===== config.mk =====
export PLATFORM = sky130hd
export DESIGN_NAME = fat_directory_entry_scanner_core
export DESIGN_NICKNAME = d
export VERILOG_FILES = /design/src/rtl/core/fdes_pkg.sv /design/src/rtl/core/fdes_front.sv /design/src/rtl/core/fdes_queue.sv /design/src/rtl/core/fdes_back.sv /design/src/rtl/core/fat_directory_entry_scanner_core.sv
export SDC_FILE = /design/constraint.sdc
export NUM_CORES = 1
export LEC_CHECK = 0
export CORE_ASPECT_RATIO = 0.8
export CORE_MARGIN = 4
export CORE_UTILIZATION = 40
export DETAILED_ROUTE_END_ITERATION = 8
export DONT_BUFFER_PORTS = 1
export PLACE_DENSITY = 0.63
export SYNTH_ARGS = -nofsm -noshare
export SYNTH_HDL_FRONTEND = slang
export SYNTH_SLANG_ARGS = --single-unit

===== constraint.sdc =====
create_clock -name clk_i -period 10.5 [get_ports clk_i]
set_input_delay 2.1 -clock clk_i [delete_from_list [all_inputs] [get_ports clk_i]]
set_output_delay 2.1 -clock clk_i [all_outputs]
set_load 0.02 [all_outputs]

===== src/rtl/core/fdes_pkg.sv =====
// shared types and constants for the fat directory entry scanner
// no dependencies; imported by every module of the block

package fdes_pkg;

  // result status codes
  localparam logic [1:0] ST_FOUND     = 2'd0;
  localparam logic [1:0] ST_END       = 2'd1;
  localparam logic [1:0] ST_EXHAUSTED = 2'd2;

  // configuration register indexes
  localparam logic [1:0] CFG_SCAN_MODE   = 2'd0;
  localparam logic [1:0] CFG_TARGET_IDX  = 2'd1;
  localparam logic [1:0] CFG_NAME_HEAD   = 2'd2;
  localparam logic [1:0] CFG_NAME_EXT    = 2'd3;

  // scan modes
  localparam logic MODE_INDEX = 1'b0;
  localparam logic MODE_NAME  = 1'b1;

  // entry byte and attribute constants
  localparam logic [7:0] BYTE_DELETED = 8'hE5;
  localparam logic [7:0] BYTE_END     = 8'h00;
  localparam logic [7:0] BYTE_SPACE   = 8'h20;
  localparam logic [7:0] BYTE_DOT     = 8'h2E;
  localparam logic [7:0] ATTR_LFN     = 8'h0F;
  localparam logic [7:0] ATTR_VOLUME  = 8'h08;
  localparam logic [7:0] ATTR_DIR     = 8'h10;
  localparam int unsigned NAME_BYTES  = 11;

  // depth of the queue between front and back
  localparam int unsigned QDEPTH = 2;

  typedef logic [NAME_BYTES-1:0][7:0] name_bytes_t;

  // word passed from front to back
  typedef struct packed {
    logic [1:0]  status;
    logic [31:0] first_cluster;
    logic [31:0] size_bytes;
    logic        is_directory;
    logic [63:0] name_head;
    logic [23:0] name_ext;
  } qent_t;

  // finished result word
  typedef struct packed {
    logic [1:0]  status;
    logic [31:0] first_cluster;
    logic [31:0] size_bytes;
    logic        is_directory;
    logic [63:0] name_text_head;
    logic [31:0] name_text_tail;
    logic [3:0]  name_length;
  } res_t;

  // byte 0 from the top of head, byte 8 from the top of ext
  function automatic name_bytes_t split_name(logic [63:0] head, logic [23:0] ext);
    name_bytes_t b;
    for (int i = 0; i < 8; i++) begin
      b[i] = head[63-8*i -: 8];
    end
    for (int i = 0; i < 3; i++) begin
      b[8+i] = ext[23-8*i -: 8];
    end
    return b;
  endfunction

endpackage


===== src/rtl/core/fdes_front.sv =====
// front part: config registers, entry filtering, count and scan state
// depends on fdes_pkg

module fdes_front
  import fdes_pkg::*;
#(
  parameter int unsigned MAX_DIR_ENTRIES = 65536
) (
  input  logic        clk_i,
  input  logic        rst_ni,
  input  logic        cfg_we_i,
  input  logic [1:0]  cfg_idx_i,
  input  logic [63:0] cfg_data_i,
  input  logic        in_valid_i,
  output logic        in_ready_o,
  input  logic        first_entry_i,
  input  logic        last_entry_i,
  input  logic [63:0] name_head_i,
  input  logic [23:0] name_ext_i,
  input  logic [7:0]  attr_i,
  input  logic [15:0] cluster_high_i,
  input  logic [15:0] cluster_low_i,
  input  logic [31:0] entry_size_i,
  input  logic        q_full_i,
  output logic        push_o,
  output qent_t       push_data_o
);

  localparam int unsigned CW   = $clog2(MAX_DIR_ENTRIES + 1);
  localparam int unsigned CMPW = (CW > 16) ? CW : 16;

  logic          scan_mode_q;
  logic [15:0]   target_index_q;
  logic [63:0]   target_head_q;
  logic [23:0]   target_ext_q;
  logic [CW-1:0] cnt_q, cnt_d;
  logic          done_q, done_d;
  logic          accept;
  logic          result;
  qent_t         res_word;

  // configuration writes
  always_ff @(posedge clk_i or negedge rst_ni) begin
    if (!rst_ni) begin
      scan_mode_q    <= MODE_INDEX;
      target_index_q <= '0;
      target_head_q  <= '0;
      target_ext_q   <= '0;
    end else if (cfg_we_i) begin
      case (cfg_idx_i)
        CFG_SCAN_MODE:  scan_mode_q    <= cfg_data_i[0];
        CFG_TARGET_IDX: target_index_q <= cfg_data_i[15:0];
        CFG_NAME_HEAD:  target_head_q  <= cfg_data_i;
        CFG_NAME_EXT:   target_ext_q   <= cfg_data_i[23:0];
        default: ;
      endcase
    end
  end

  assign in_ready_o = !q_full_i;
  assign accept     = in_valid_i && in_ready_o;

  // classify the entry and update count and done mark
  always_comb begin
    name_bytes_t   nm;
    name_bytes_t   tg;
    logic [CW-1:0] cnt_eff;
    logic          done_eff;
    logic          skip;
    logic          hit;
    logic          match;
    logic          stop;

    nm       = split_name(name_head_i, name_ext_i);
    tg       = split_name(target_head_q, target_ext_q);
    cnt_eff  = first_entry_i ? '0 : cnt_q;
    done_eff = first_entry_i ? 1'b0 : done_q;
    cnt_d    = cnt_eff;
    done_d   = done_eff;
    hit      = 1'b0;
    result   = 1'b0;
    res_word = '0;

    // name compare, equal up to the first zero byte on either side
    match = 1'b1;
    stop  = 1'b0;
    for (int i = 0; i < NAME_BYTES; i++) begin
      if (!stop) begin
        if (nm[i] == BYTE_END || tg[i] == BYTE_END) begin
          stop = 1'b1;
        end else if (nm[i] != tg[i]) begin
          match = 1'b0;
          stop  = 1'b1;
        end
      end
    end

    skip = (nm[0] == BYTE_DELETED) || ((attr_i & ATTR_LFN) == ATTR_LFN) ||
           ((attr_i & ATTR_VOLUME) != 8'h00);

    if (!done_eff) begin
      if (nm[0] == BYTE_END) begin
        done_d          = 1'b1;
        result          = 1'b1;
        res_word.status = ST_END;
      end else begin
        if (!skip) begin
          if (scan_mode_q == MODE_INDEX) begin
            if (nm[0] == BYTE_DOT) begin
              skip = 1'b1;
            end else if (CMPW'(cnt_eff) == CMPW'(target_index_q)) begin
              hit = 1'b1;
            end else if (cnt_eff < CW'(MAX_DIR_ENTRIES)) begin
              cnt_d = cnt_eff + CW'(1);
            end
          end else begin
            hit = match;
          end
        end
        if (hit) begin
          done_d                 = 1'b1;
          result                 = 1'b1;
          res_word.status        = ST_FOUND;
          res_word.first_cluster = {cluster_high_i, cluster_low_i};
          res_word.size_bytes    = entry_size_i;
          res_word.is_directory  = (attr_i & ATTR_DIR) != 8'h00;
          res_word.name_head     = name_head_i;
          res_word.name_ext      = name_ext_i;
        end else if (last_entry_i) begin
          done_d          = 1'b1;
          result          = 1'b1;
          res_word.status = ST_EXHAUSTED;
        end
      end
    end
  end

  // scan state
  always_ff @(posedge clk_i or negedge rst_ni) begin
    if (!rst_ni) begin
      cnt_q  <= '0;
      done_q <= 1'b0;
    end else if (accept) begin
      cnt_q  <= cnt_d;
      done_q <= done_d;
    end
  end

  assign push_o      = accept && result;
  assign push_data_o = res_word;

endmodule


===== src/rtl/core/fdes_queue.sv =====
// short queue that decouples the front from the back
// depends on fdes_pkg for the word type and depth

module fdes_queue
  import fdes_pkg::*;
(
  input  logic  clk_i,
  input  logic  rst_ni,
  input  logic  push_i,
  input  qent_t push_data_i,
  input  logic  pop_i,
  output qent_t pop_data_o,
  output logic  full_o,
  output logic  empty_o
);

  localparam int unsigned PW = (QDEPTH > 1) ? $clog2(QDEPTH) : 1;
  localparam int unsigned NW = $clog2(QDEPTH + 1);

  qent_t         mem_q [QDEPTH];
  logic [PW-1:0] wptr_q, rptr_q;
  logic [NW-1:0] num_q;

  assign full_o     = (num_q == NW'(QDEPTH));
  assign empty_o    = (num_q == '0);
  assign pop_data_o = mem_q[rptr_q];

  // storage
  always_ff @(posedge clk_i) begin
    if (push_i) begin
      mem_q[wptr_q] <= push_data_i;
    end
  end

  // pointers and fill level
  always_ff @(posedge clk_i or negedge rst_ni) begin
    if (!rst_ni) begin
      wptr_q <= '0;
      rptr_q <= '0;
      num_q  <= '0;
    end else begin
      if (push_i) begin
        wptr_q <= (wptr_q == PW'(QDEPTH - 1)) ? '0 : wptr_q + PW'(1);
      end
      if (pop_i) begin
        rptr_q <= (rptr_q == PW'(QDEPTH - 1)) ? '0 : rptr_q + PW'(1);
      end
      if (push_i && !pop_i) begin
        num_q <= num_q + NW'(1);
      end else if (pop_i && !push_i) begin
        num_q <= num_q - NW'(1);
      end
    end
  end

endmodule


===== src/rtl/core/fdes_back.sv =====
// back part: builds the dotted lowercase display name, holds the output word
// depends on fdes_pkg

module fdes_back
  import fdes_pkg::*;
(
  input  logic  clk_i,
  input  logic  rst_ni,
  input  logic  q_empty_i,
  input  qent_t q_data_i,
  output logic  pop_o,
  output logic  out_valid_o,
  input  logic  out_ready_i,
  output res_t  out_data_o
);

  logic out_valid_q;
  res_t out_q;
  res_t res_d;

  assign pop_o = !q_empty_i && (!out_valid_q || out_ready_i);

  // display name
  always_comb begin
    name_bytes_t      b;
    logic [11:0][7:0] txt;
    logic [3:0]       hn;
    logic [3:0]       en;
    logic [3:0]       n;
    logic [3:0]       len;
    logic [3:0]       k;
    logic             has_ext;
    logic [7:0]       c;

    b  = split_name(q_data_i.name_head, q_data_i.name_ext);
    hn = 4'd8;
    for (int i = 7; i >= 0; i--) begin
      if (b[i] == BYTE_SPACE) hn = 4'(i);
    end
    en = 4'd3;
    for (int i = 2; i >= 0; i--) begin
      if (b[8+i] == BYTE_SPACE) en = 4'(i);
    end
    has_ext = (b[8] != BYTE_SPACE);
    n       = hn + (has_ext ? en + 4'd1 : 4'd0);

    // place base, dot and extension
    for (int i = 0; i < 12; i++) begin
      k = 4'(i) - hn - 4'd1;
      if (4'(i) < hn) begin
        txt[i] = b[i];
      end else if (has_ext && 4'(i) == hn) begin
        txt[i] = BYTE_DOT;
      end else if (has_ext && 4'(i) > hn && k < en) begin
        txt[i] = b[k + 4'd8];
      end else begin
        txt[i] = 8'h00;
      end
    end

    // name ends at the first zero character
    len = n;
    for (int i = 11; i >= 0; i--) begin
      if (4'(i) < n && txt[i] == 8'h00) len = 4'(i);
    end

    res_d                = '0;
    res_d.status         = q_data_i.status;
    res_d.first_cluster  = q_data_i.first_cluster;
    res_d.size_bytes     = q_data_i.size_bytes;
    res_d.is_directory   = q_data_i.is_directory;
    res_d.name_length    = len;
    for (int i = 0; i < 12; i++) begin
      c = (4'(i) < len) ? txt[i] : 8'h00;
      if (c inside {[8'h41:8'h5A]}) c = c + 8'h20;
      if (i < 8) begin
        res_d.name_text_head[63-8*i -: 8] = c;
      end else begin
        res_d.name_text_tail[31-8*(i-8) -: 8] = c;
      end
    end
  end

  // output register
  always_ff @(posedge clk_i or negedge rst_ni) begin
    if (!rst_ni) begin
      out_valid_q <= 1'b0;
    end else if (pop_o) begin
      out_valid_q <= 1'b1;
    end else if (out_ready_i) begin
      out_valid_q <= 1'b0;
    end
  end

  always_ff @(posedge clk_i) begin
    if (pop_o) begin
      out_q <= res_d;
    end
  end

  assign out_valid_o = out_valid_q;
  assign out_data_o  = out_q;

endmodule


===== src/rtl/core/fat_directory_entry_scanner_core.sv =====
// top level of the fat directory entry scanner
// depends on fdes_pkg, fdes_front, fdes_queue and fdes_back
//
// Usage: software streams one 32-byte directory entry per word on the s_axis
// side; tuser marks the first entry of a scan, tlast the final entry of the
// cluster chain. Registers (mode, target index, target 8.3 name) are written
// through cfg_we_i/cfg_idx_i/cfg_data_i while the block is idle.
// Each scan gives at most one result word on the m_axis side: tuser carries
// the status (found, end marker, exhausted), tdata the cluster, size,
// directory flag and lowercased display name.
// Throughput: one entry per cycle while the queue is not full; the front
// classifies and counts in the cycle it accepts a word and registers the new count and done mark at that edge.
// Result path: a result word is registered in the queue at the accepting edge,
// then passes the combinational name builder into the output register, which
// drives m_axis_tvalid; that register takes a word only when empty or being read.
// Stall: when m_axis_tready is low the output word holds, the two-entry queue
// fills, and s_axis_tready drops only once the queue is full.
// Reset: clears registers, count, done mark, queue and output valid.

module fat_directory_entry_scanner_core
  import fdes_pkg::*;
#(
  parameter int unsigned MAX_DIR_ENTRIES = 65536
) (
  input  logic         clk_i,
  input  logic         rst_ni,
  // configuration write port
  input  logic         cfg_we_i,
  input  logic [1:0]   cfg_idx_i,
  input  logic [63:0]  cfg_data_i,
  // entry stream
  input  logic         s_axis_tvalid,
  output logic         s_axis_tready,
  // name_head[63:0], name_ext[87:64], attr[95:88], cluster_high[111:96],
  // cluster_low[127:112], entry_size[159:128]
  input  logic [159:0] s_axis_tdata,
  input  logic         s_axis_tlast,   // last_entry
  input  logic         s_axis_tuser,   // first_entry
  // result stream
  output logic         m_axis_tvalid,
  input  logic         m_axis_tready,
  // first_cluster[31:0], size_bytes[63:32], is_directory[64],
  // name_text_head[128:65], name_text_tail[160:129], name_length[164:161], zero pad
  output logic [167:0] m_axis_tdata,
  output logic [1:0]   m_axis_tuser    // status
);

  logic  push;
  qent_t push_data;
  logic  pop;
  qent_t pop_data;
  logic  q_full;
  logic  q_empty;
  res_t  res;

  fdes_front #(
    .MAX_DIR_ENTRIES(MAX_DIR_ENTRIES)
  ) u_front (
    .clk_i         (clk_i),
    .rst_ni        (rst_ni),
    .cfg_we_i      (cfg_we_i),
    .cfg_idx_i     (cfg_idx_i),
    .cfg_data_i    (cfg_data_i),
    .in_valid_i    (s_axis_tvalid),
    .in_ready_o    (s_axis_tready),
    .first_entry_i (s_axis_tuser),
    .last_entry_i  (s_axis_tlast),
    .name_head_i   (s_axis_tdata[63:0]),
    .name_ext_i    (s_axis_tdata[87:64]),
    .attr_i        (s_axis_tdata[95:88]),
    .cluster_high_i(s_axis_tdata[111:96]),
    .cluster_low_i (s_axis_tdata[127:112]),
    .entry_size_i  (s_axis_tdata[159:128]),
    .q_full_i      (q_full),
    .push_o        (push),
    .push_data_o   (push_data)
  );

  fdes_queue u_queue (
    .clk_i      (clk_i),
    .rst_ni     (rst_ni),
    .push_i     (push),
    .push_data_i(push_data),
    .pop_i      (pop),
    .pop_data_o (pop_data),
    .full_o     (q_full),
    .empty_o    (q_empty)
  );

  fdes_back u_back (
    .clk_i      (clk_i),
    .rst_ni     (rst_ni),
    .q_empty_i  (q_empty),
    .q_data_i   (pop_data),
    .pop_o      (pop),
    .out_valid_o(m_axis_tvalid),
    .out_ready_i(m_axis_tready),
    .out_data_o (res)
  );

  // pack the result word
  assign m_axis_tuser = res.status;
  assign m_axis_tdata = {3'b000, res.name_length, res.name_text_tail,
                         res.name_text_head, res.is_directory, res.size_bytes,
                         res.first_cluster};

  // checks
  a_queue_level: assert property (@(posedge clk_i) disable iff (!rst_ni)
    !(q_full && q_empty))
    else $error("queue reports full and empty together");

  a_push_lands: assert property (@(posedge clk_i) disable iff (!rst_ni)
    push |=> !q_empty || $past(pop) || pop)
    else $error("pushed result word lost");

  a_len_range: assert property (@(posedge clk_i) disable iff (!rst_ni)
    m_axis_tvalid |-> res.name_length <= 4'd12)
    else $error("display name length out of range");

  a_not_found_zero: assert property (@(posedge clk_i) disable iff (!rst_ni)
    (m_axis_tvalid && m_axis_tuser != ST_FOUND) |-> m_axis_tdata == '0)
    else $error("not-found result carries payload");

endmodule


==> reports/metrics.yaml, run 1 <==
outcome: "complete, no violations"
detailroute.via_count: 23500
start_util: 0.407
fin_setup_tns_ns: 0
routed_wl_um: 109000
fp.dieH_um: 262
clk_pin_slew_ns: 0.06
hold_buffers: 0
maxCapViolCount: 0
drv_slew: 0
nFillCells: 7231
io_pins: 405
r2r-end: "u_back.out_data_o[98]"
ys_seq_area_frac: 0.542
nets: 2987
synth_common_cells: "edfxtp_1 (477), mux2_2 (223), nor2_1 (187)"
die_x_um: 326
ff2ff_setup_slack_ns: 1.82
slew_headroom: 0.142
cts-resized-gates: 0
cts_max_level: 2
wl_per_cell_um: 28.6
place_hpwl_um: 82100
route.detailed.drc: 0
worst_clock_skew_ns: 0.0627
design_area_sq_um: 35600
async_flop_share: 0.212
root_buffer: "clkbuf_16"
rsz0062_at_grt: "no"
grt_util_all_layers: 0.244
crit_arrival_ns: 9.02
yosysTopAreaCell: "edfxtp_1"
grt_max_degree: 131
setup_viol: 0
yosysWarningCount: 0
yosys_register_bits: 605
fin_crit_ns: 8.68
worstMarginPinSlew_ns: 1.28
criticalPathCategory: "flip-flop to flip-flop"
dr.pass1.iters: 8
crit_start: "u_queue.rptr_q"
place_congestion: 0.987
post_cts_buffers: 0
worstSkewPairLatency_ns: 0.66
required_ns: 10.84
drt_iter0_markers: 2379
coreArea_sq_um: 79400
r2r_start: "u_queue.rptr_q"
hold_path.class: "flip-flop to flip-flop"
cp-end-kind: "flip-flop"
synth_cell_types: 112
antenna_left: 0
synth_most_common_cell: "edfxtp_1"
p_leak_nw: 12.5
syn_to_final_growth_pct: 10.1
syn_area_per_cell_sq_um: 11.8
via_per_inst: 6.18
hold_violations: 0
crit_fanout: 69
power_w: 0.00921
clock_path_buffers: 3
drive_gt1_frac: 0.167
syn_area_sq_um: 32300
synth_cells: 2735
cts_tree: "built"
fp.dieArea_sq_um: 85400
synth_edf_count: 477
synth_area_leaders: "edfxtp_1 (44%), dfrtp_1 (9.9%), mux2_2 (7.8%)"
antenna_found_initial: 6
powerDensity_nw_per_um2: 259
grt_pass1_vias: 22900
fin_crit_sh: 0.826
overflow: 0
rr_worst_depth: 25
max_clock_freq_mhz: 115
numClockSinks: 605
cts_buffers: 60
synthFlopType: "edfxtp_1"
grt_pass1_wl_um: 157000
startpoint_type: "flip-flop"
yosys.area.top_type_share: 0.443
io_buffer_count: 0
crit_path_end: "u_back.out_data_o[98]"
fp-row-count: 92
placed_area_sq_um: 33500
ir_drop_v: 0.000148
cell type report:
class,count,area (sq um),area share
Timing Repair Buffer,69,581,0.0163
Inverter,41,161,0.00454
Tap cell,1034,1290,0.0364
Sequential cell,605,17500,0.493
Clock inverter,31,383,0.0108
Antenna cell,2,5.00,0.000141
Multi-Input combinational cell,1942,14000,0.393
Clock buffer,82,1650,0.0465
sequential cells by signal (all words and copies together), names as in the netlist:
register                cells
u_queue.num_q               2
u_front.cnt_q              17
u_back.out_data_o         167
u_queue.rptr_q              1
u_queue.mem_q             310
u_front.scan_mode_q         1
u_front.target_head_q      64
u_front.target_index_q     16
u_front.done_q              1
u_queue.wptr_q              1
u_back.out_valid_o          1
u_front.target_ext_q       24
where the power goes:
part | internal, W | total, W | switching (W)
Combinational | 0.00104 | 0.00297 | 0.00193
Clock | 0.00126 | 0.00219 | 0.000930
Sequential | 0.00334 | 0.00405 | 0.000713
worst max-delay path, stage by stage, from the launching register on:
cell and delay (ns):
dfrtp_4 1.00, mux2i_1 0.80, nand2b_1 0.23, nor3_1 0.62, nand2b_1 0.21, o21ai_2 0.08, buf_4 0.28, ha_1 0.37
inv_1 0.07, buf_4 0.28, ha_1 0.31, or3_1 0.46, a221o_1 0.37, o41ai_2 0.10, a211oi_1 0.18, a311oi_1 0.55
nor4_1 0.21, nand4_1 0.28, o211ai_2 0.18, a22o_1 0.34, a21oi_1 0.26, buf_12 0.20, a21oi_1 0.09, ha_1 0.31
nor4_1 0.39, a211oi_2 0.05
how the worst min path moves through the flow:
stage | from | to | cells past startpoint
2_1_floorplan | u_queue.wptr_q | u_queue.wptr_q | 1
6_report | u_queue.num_q[1] | u_queue.num_q[1] | 1
4_1_cts | u_front.done_q | u_front.done_q | 2
3_5_place_dp | u_front.done_q | u_front.done_q | 2
5_1_grt | u_front.done_q | u_front.done_q | 2
3_3_place_gp | u_queue.num_q[1] | u_queue.num_q[1] | 1
cell families (layout without fill, tap and decap cells):
group / count (synthesis) / count (layout) / synth area share
buffers and inverters: 190 / 223 / 0.0271
XOR/XNOR: 119 / 119 / 0.0322
flip-flops: 605 / 605 / 0.542
AO/OA/AOI/OAI: 580 / 580 / 0.133
multiplexers: 298 / 298 / 0.103
adder cells (fa/ha/maj): 35 / 35 / 0.0138
other: 1 / 5 / 0.000116
AND/OR/NAND/NOR: 907 / 907 / 0.148
per-stage QoR:
stage                     utilization  hold slack [ns]  instances  setup slack [ns]
after floorplan                     -            0.468       2737            -0.601
after global placement          0.422            0.497       3691              2.21
after detailed placement        0.422            0.518       3691              2.08
after CTS                       0.448            0.532       3804              2.00
after global routing            0.448            0.541       3804              1.43
final                           0.448            0.536       3806              1.82
cells in the final DEF (no fill, tap or decap), drive strengths merged, types with 9 or more instances in the layout:
cell,n
nand4,28
dfrtp,128
clkinv,17
a21o,12
o32ai,10
xor2,56
nor4b,18
or3,9
buf,69
o21ai,94
a21boi,10
a221oi,18
xnor2,63
mux2i,68
a22oi,18
ha,34
or2,13
and3,17
nand2b,15
o21a,11
nor3,71
clkbuf,82
edfxtp,477
nor2b,21
a211o,13
o2111ai,16
a31oi,23
inv,47
nor2,187
nand2,181
a211oi,44
o22ai,16
mux2,226
a21oi,110
and2,175
a2111oi,23
nor4,80
nand3,56
o211ai,79
metal layers:
layer	up-vias	GRT usage	share of wire
met3	187	0.0689	0.093
met5	-	0	0.00038
met2	1098	0.380	0.45
met4	6	0.0658	0.028
met1	11800	0.337	0.43
li1	10500	-	-
No activity file was read; power rests on OpenSTA's default activity.
==> run 2, diff against run 1 <==
--- a/config.mk
+++ b/config.mk
@@ -5,6 +5,7 @@
 export SDC_FILE = /design/constraint.sdc
 export NUM_CORES = 1
 export LEC_CHECK = 0
+export ABC_AREA = 1
 export CORE_ASPECT_RATIO = 0.8
 export CORE_MARGIN = 4
 export CORE_UTILIZATION = 40
==> constraint.sdc (replaced) <==
create_clock -name clk_i -period 8 [get_ports clk_i]
set_input_delay 1.6 -clock clk_i [delete_from_list [all_inputs] [get_ports clk_i]]
set_output_delay 1.6 -clock clk_i [all_outputs]
set_load 0.02 [all_outputs]
==> reports/metrics.yaml, run 2 <==
r2r_start: "u_queue.rptr_q"
antenna_left: 0  # unchanged
detailroute.via_count: 26200  # +11%
antenna_found_initial: 3  # -3
drv_slew: 0  # unchanged
coreArea_sq_um: 80600  # +1.5%
cpPeakStageDelay_ns: 0.69  # -0.31 ns
ff2ff_setup_slack_ns: 1.10  # -0.73 ns
cts_max_level: 2  # unchanged
ir_drop_v: 0.000260  # +75%
yosysWarningCount: 0  # unchanged
switchingPower_w: 0.00819  # +130%
grt_max_degree: 129  # -1.5%
fp.dieArea_sq_um: 86200  # +0.85%
grt_pass1_vias: 24100  # +5.1%
post_cts_buffers: 0  # unchanged
fin_crit_sh: 0.863  # +0.0364
grt_pass1_wl_um: 153000  # -2.5%
synth_most_common_cell: "nand2_1"
criticalPathCategory: "flip-flop to flip-flop"
syn_to_final_growth_pct: 10.1  # about the same
slowest_stage: "o21ai_1"
syn_area_sq_um: 32600  # +0.87%
fp.dieH_um: 263  # +0.42%
crit_start: "u_queue.rptr_q"
start_util: 0.404  # -0.00261
root_buffer: "clkbuf_16"
wl_per_cell_um: 21.1  # -26%
rr_worst_depth: 34  # +36%
cts-resized-gates: 0  # unchanged
synth_common_cells: "nand2_1 (1236), edfxtp_1 (477), inv_1 (391)"
final_common_cell: "nand2_1"
crit_arrival_ns: 7.28  # -1.74 ns
crit_path_end: "u_back.out_data_o[66]"
synthFlopType: "edfxtp_1"
io_pins: 405  # unchanged
holdWs_ns: 0.478  # -0.0580 ns
worst_clock_skew_ns: 0.0407  # -0.0219 ns
crit_fanout: 61  # -12%
max_clock_freq_mhz: 145  # +26%
intPower_w: 0.00858  # +52%
ys_seq_area_frac: 0.538  # -0.00470
clk_pin_slew_ns: 0.06  # about the same
yosysTopAreaCell: "edfxtp_1"
synth_cell_types: 68  # -39%
mostFrequentLayoutCells: "nand2_1 (1236), edfxtp_1 (477), inv_1 (390)"
fin_crit_ns: 6.90  # -1.77 ns
drt_iter0_markers: 2809  # +18%
fp-row-count: 93  # +1.1%
worstSkewPairLatency_ns: 0.67  # about the same
maxCapViolCount: 0  # unchanged
synth_cells: 3816  # +40%
comb_power_share: 0.492  # +0.170
io_buffer_count: 0  # unchanged
startpoint_type: "flip-flop"
layout_setup_ws_ns: 1.10  # -0.726 ns
synth_edf_count: 477  # unchanged
path_common_cell: "nand2_1"
largest_register_ffs: 310  # unchanged
r2r-end: "u_back.out_data_o[66]"
die_x_um: 327  # +0.43%
final_util: 0.445  # -0.00296
numClockSinks: 605  # unchanged
worstMarginPinSlew_ns: 1.32  # +0.0396 ns
yosys.area.top_type_share: 0.439  # -0.00384
design_area_sq_um: 35900  # +0.85%
place_hpwl_um: 78700  # -4.1%
dr.pass1.iters: 8  # unchanged
via_per_inst: 5.31  # -14%
drive_gt1_frac: 0.0770  # -0.0898
power_switching_share: 0.488  # +0.101
slew_headroom: 0.118  # -0.0240
hold_path.class: "flip-flop to flip-flop"
syn_area_per_cell_sq_um: 8.54  # -28%
cts_buffers: 60  # unchanged
grt_util_all_layers: 0.233  # -0.0108
seq_power_share: 0.331  # -0.109
placed_area_sq_um: 33800  # +0.79%
setup_viol: 0  # unchanged
post-place-ws_ns: 1.21  # -0.870 ns
rsz0062_at_grt: "no"
place_congestion: 0.989  # +0.23%
yosys_register_bits: 605  # unchanged
clock_path_buffers: 3  # unchanged
route.detailed.drc: 0  # unchanged
p_leak_nw: 15.7  # +25%
nets: 4060  # +36%
hold_violations: 0  # unchanged
powerDensity_nw_per_um2: 468  # +81%
overflow: 0  # unchanged
async_flop_share: 0.212  # unchanged
cp-end-kind: "flip-flop"
cts_tree: "built"
outcome: "complete, no violations"
power.share.clock: 0.176  # -0.062
routed_wl_um: 104000  # -4.3%
synth_area_leaders: "edfxtp_1 (44%), nand2_1 (14%), dfrtp_1 (9.8%)"
max_flop_register: "u_queue.mem_q"
required_ns: 8.38  # -2.46 ns
hold_buffers: 0  # unchanged
## run 2: changes by cell type after synthesis, sizes merged, moves of 39 or more
cell / before / now
nand2: 181 / 1263
inv: 41 / 415
mux2: 226 / 20
and2: 175 / 2
o21ai: 94 / 265
nor2: 187 / 341
nand3: 56 / 182
mux2i: 68 / 2
nand4: 28 / 80
a211oi: 44 / 4
a21oi: 110 / 71
## run 2: metal layers
layer / vias up / global-route usage / routed length [um]
met2: 1005 / 0.356 / 46000
met5: - / 0 / 0
met4: 0 / 0.0573 / 2490
met3: 129 / 0.0583 / 9340
li1: 12600 / - / -
met1: 12500 / 0.335 / 46200
## run 2: critical path, delay by kind of cell (launching register included)
kind | cells | cell delay [ns]
adders and majority gates | 2 | 0.55
AOI/OAI and AO/OA | 2 | 0.83
DFF | 1 | 0.66
and+or+nand+nor | 23 | 3.23
buffers and inverters | 7 | 1.26
## run 2: metrics by stage
stage	cells	total power [W]	TNS [ns]
after global routing	4936	0.0179	0
after CTS	4935	0.0168	0
after detailed placement	4822	0.0138	0
after global placement	4822	0.0137	0
after floorplan	3818	0.0112	-866.76
final	4938	0.0168	0
## run 2: worst min path at each step
stage | cells past startpoint | from | endpoint | slack, ns
after detailed placement | 1 | u_queue.num_q[0] | u_queue.num_q[0] | 0.46
final | 1 | u_queue.num_q[0] | u_queue.num_q[0] | 0.48
after floorplan | 1 | u_queue.num_q[0] | u_queue.num_q[0] | 0.45
after global placement | 1 | u_queue.num_q[0] | u_queue.num_q[0] | 0.46
after global routing | 1 | u_queue.num_q[0] | u_queue.num_q[0] | 0.49
after CTS | 1 | u_queue.num_q[0] | u_queue.num_q[0] | 0.48
## run 2: cell families after synthesis
logic type / Yosys count / share of synthesized area
compound gates: 436 / 0.0757
xor+xnor: 86 / 0.0239
fa+ha+maj: 35 / 0.0137
buf+inv: 568 / 0.0727
flops: 605 / 0.538
mux: 22 / 0.00752
other cells: 1 / 0.000115
simple gates: 2063 / 0.269
## run 2: cell type report
class                      count  area, sq um
fill                        7814        44800
sequential                   605        17500
multi-input combinational   2645        12800
inverter                     417         1570
clock buffer                  69         1540
tap                         1092         1370
timing repair buffer          63          561
clock inverter                44          538
antenna                        3         7.51
## run 2: power groups by stage
| stage | Clock [W] | Sequential, W | Combinational (W) |
|---|---|---|---|
| global placement | 0 | 0.00564 | 0.00807 |
| detailed placement | 0 | 0.00565 | 0.00813 |
| CTS | 0.00303 | 0.00559 | 0.00815 |
| floorplan | 0 | 0.00553 | 0.00565 |
| global route | 0.00315 | 0.00562 | 0.00917 |
| finish | 0.00296 | 0.00556 | 0.00826 |
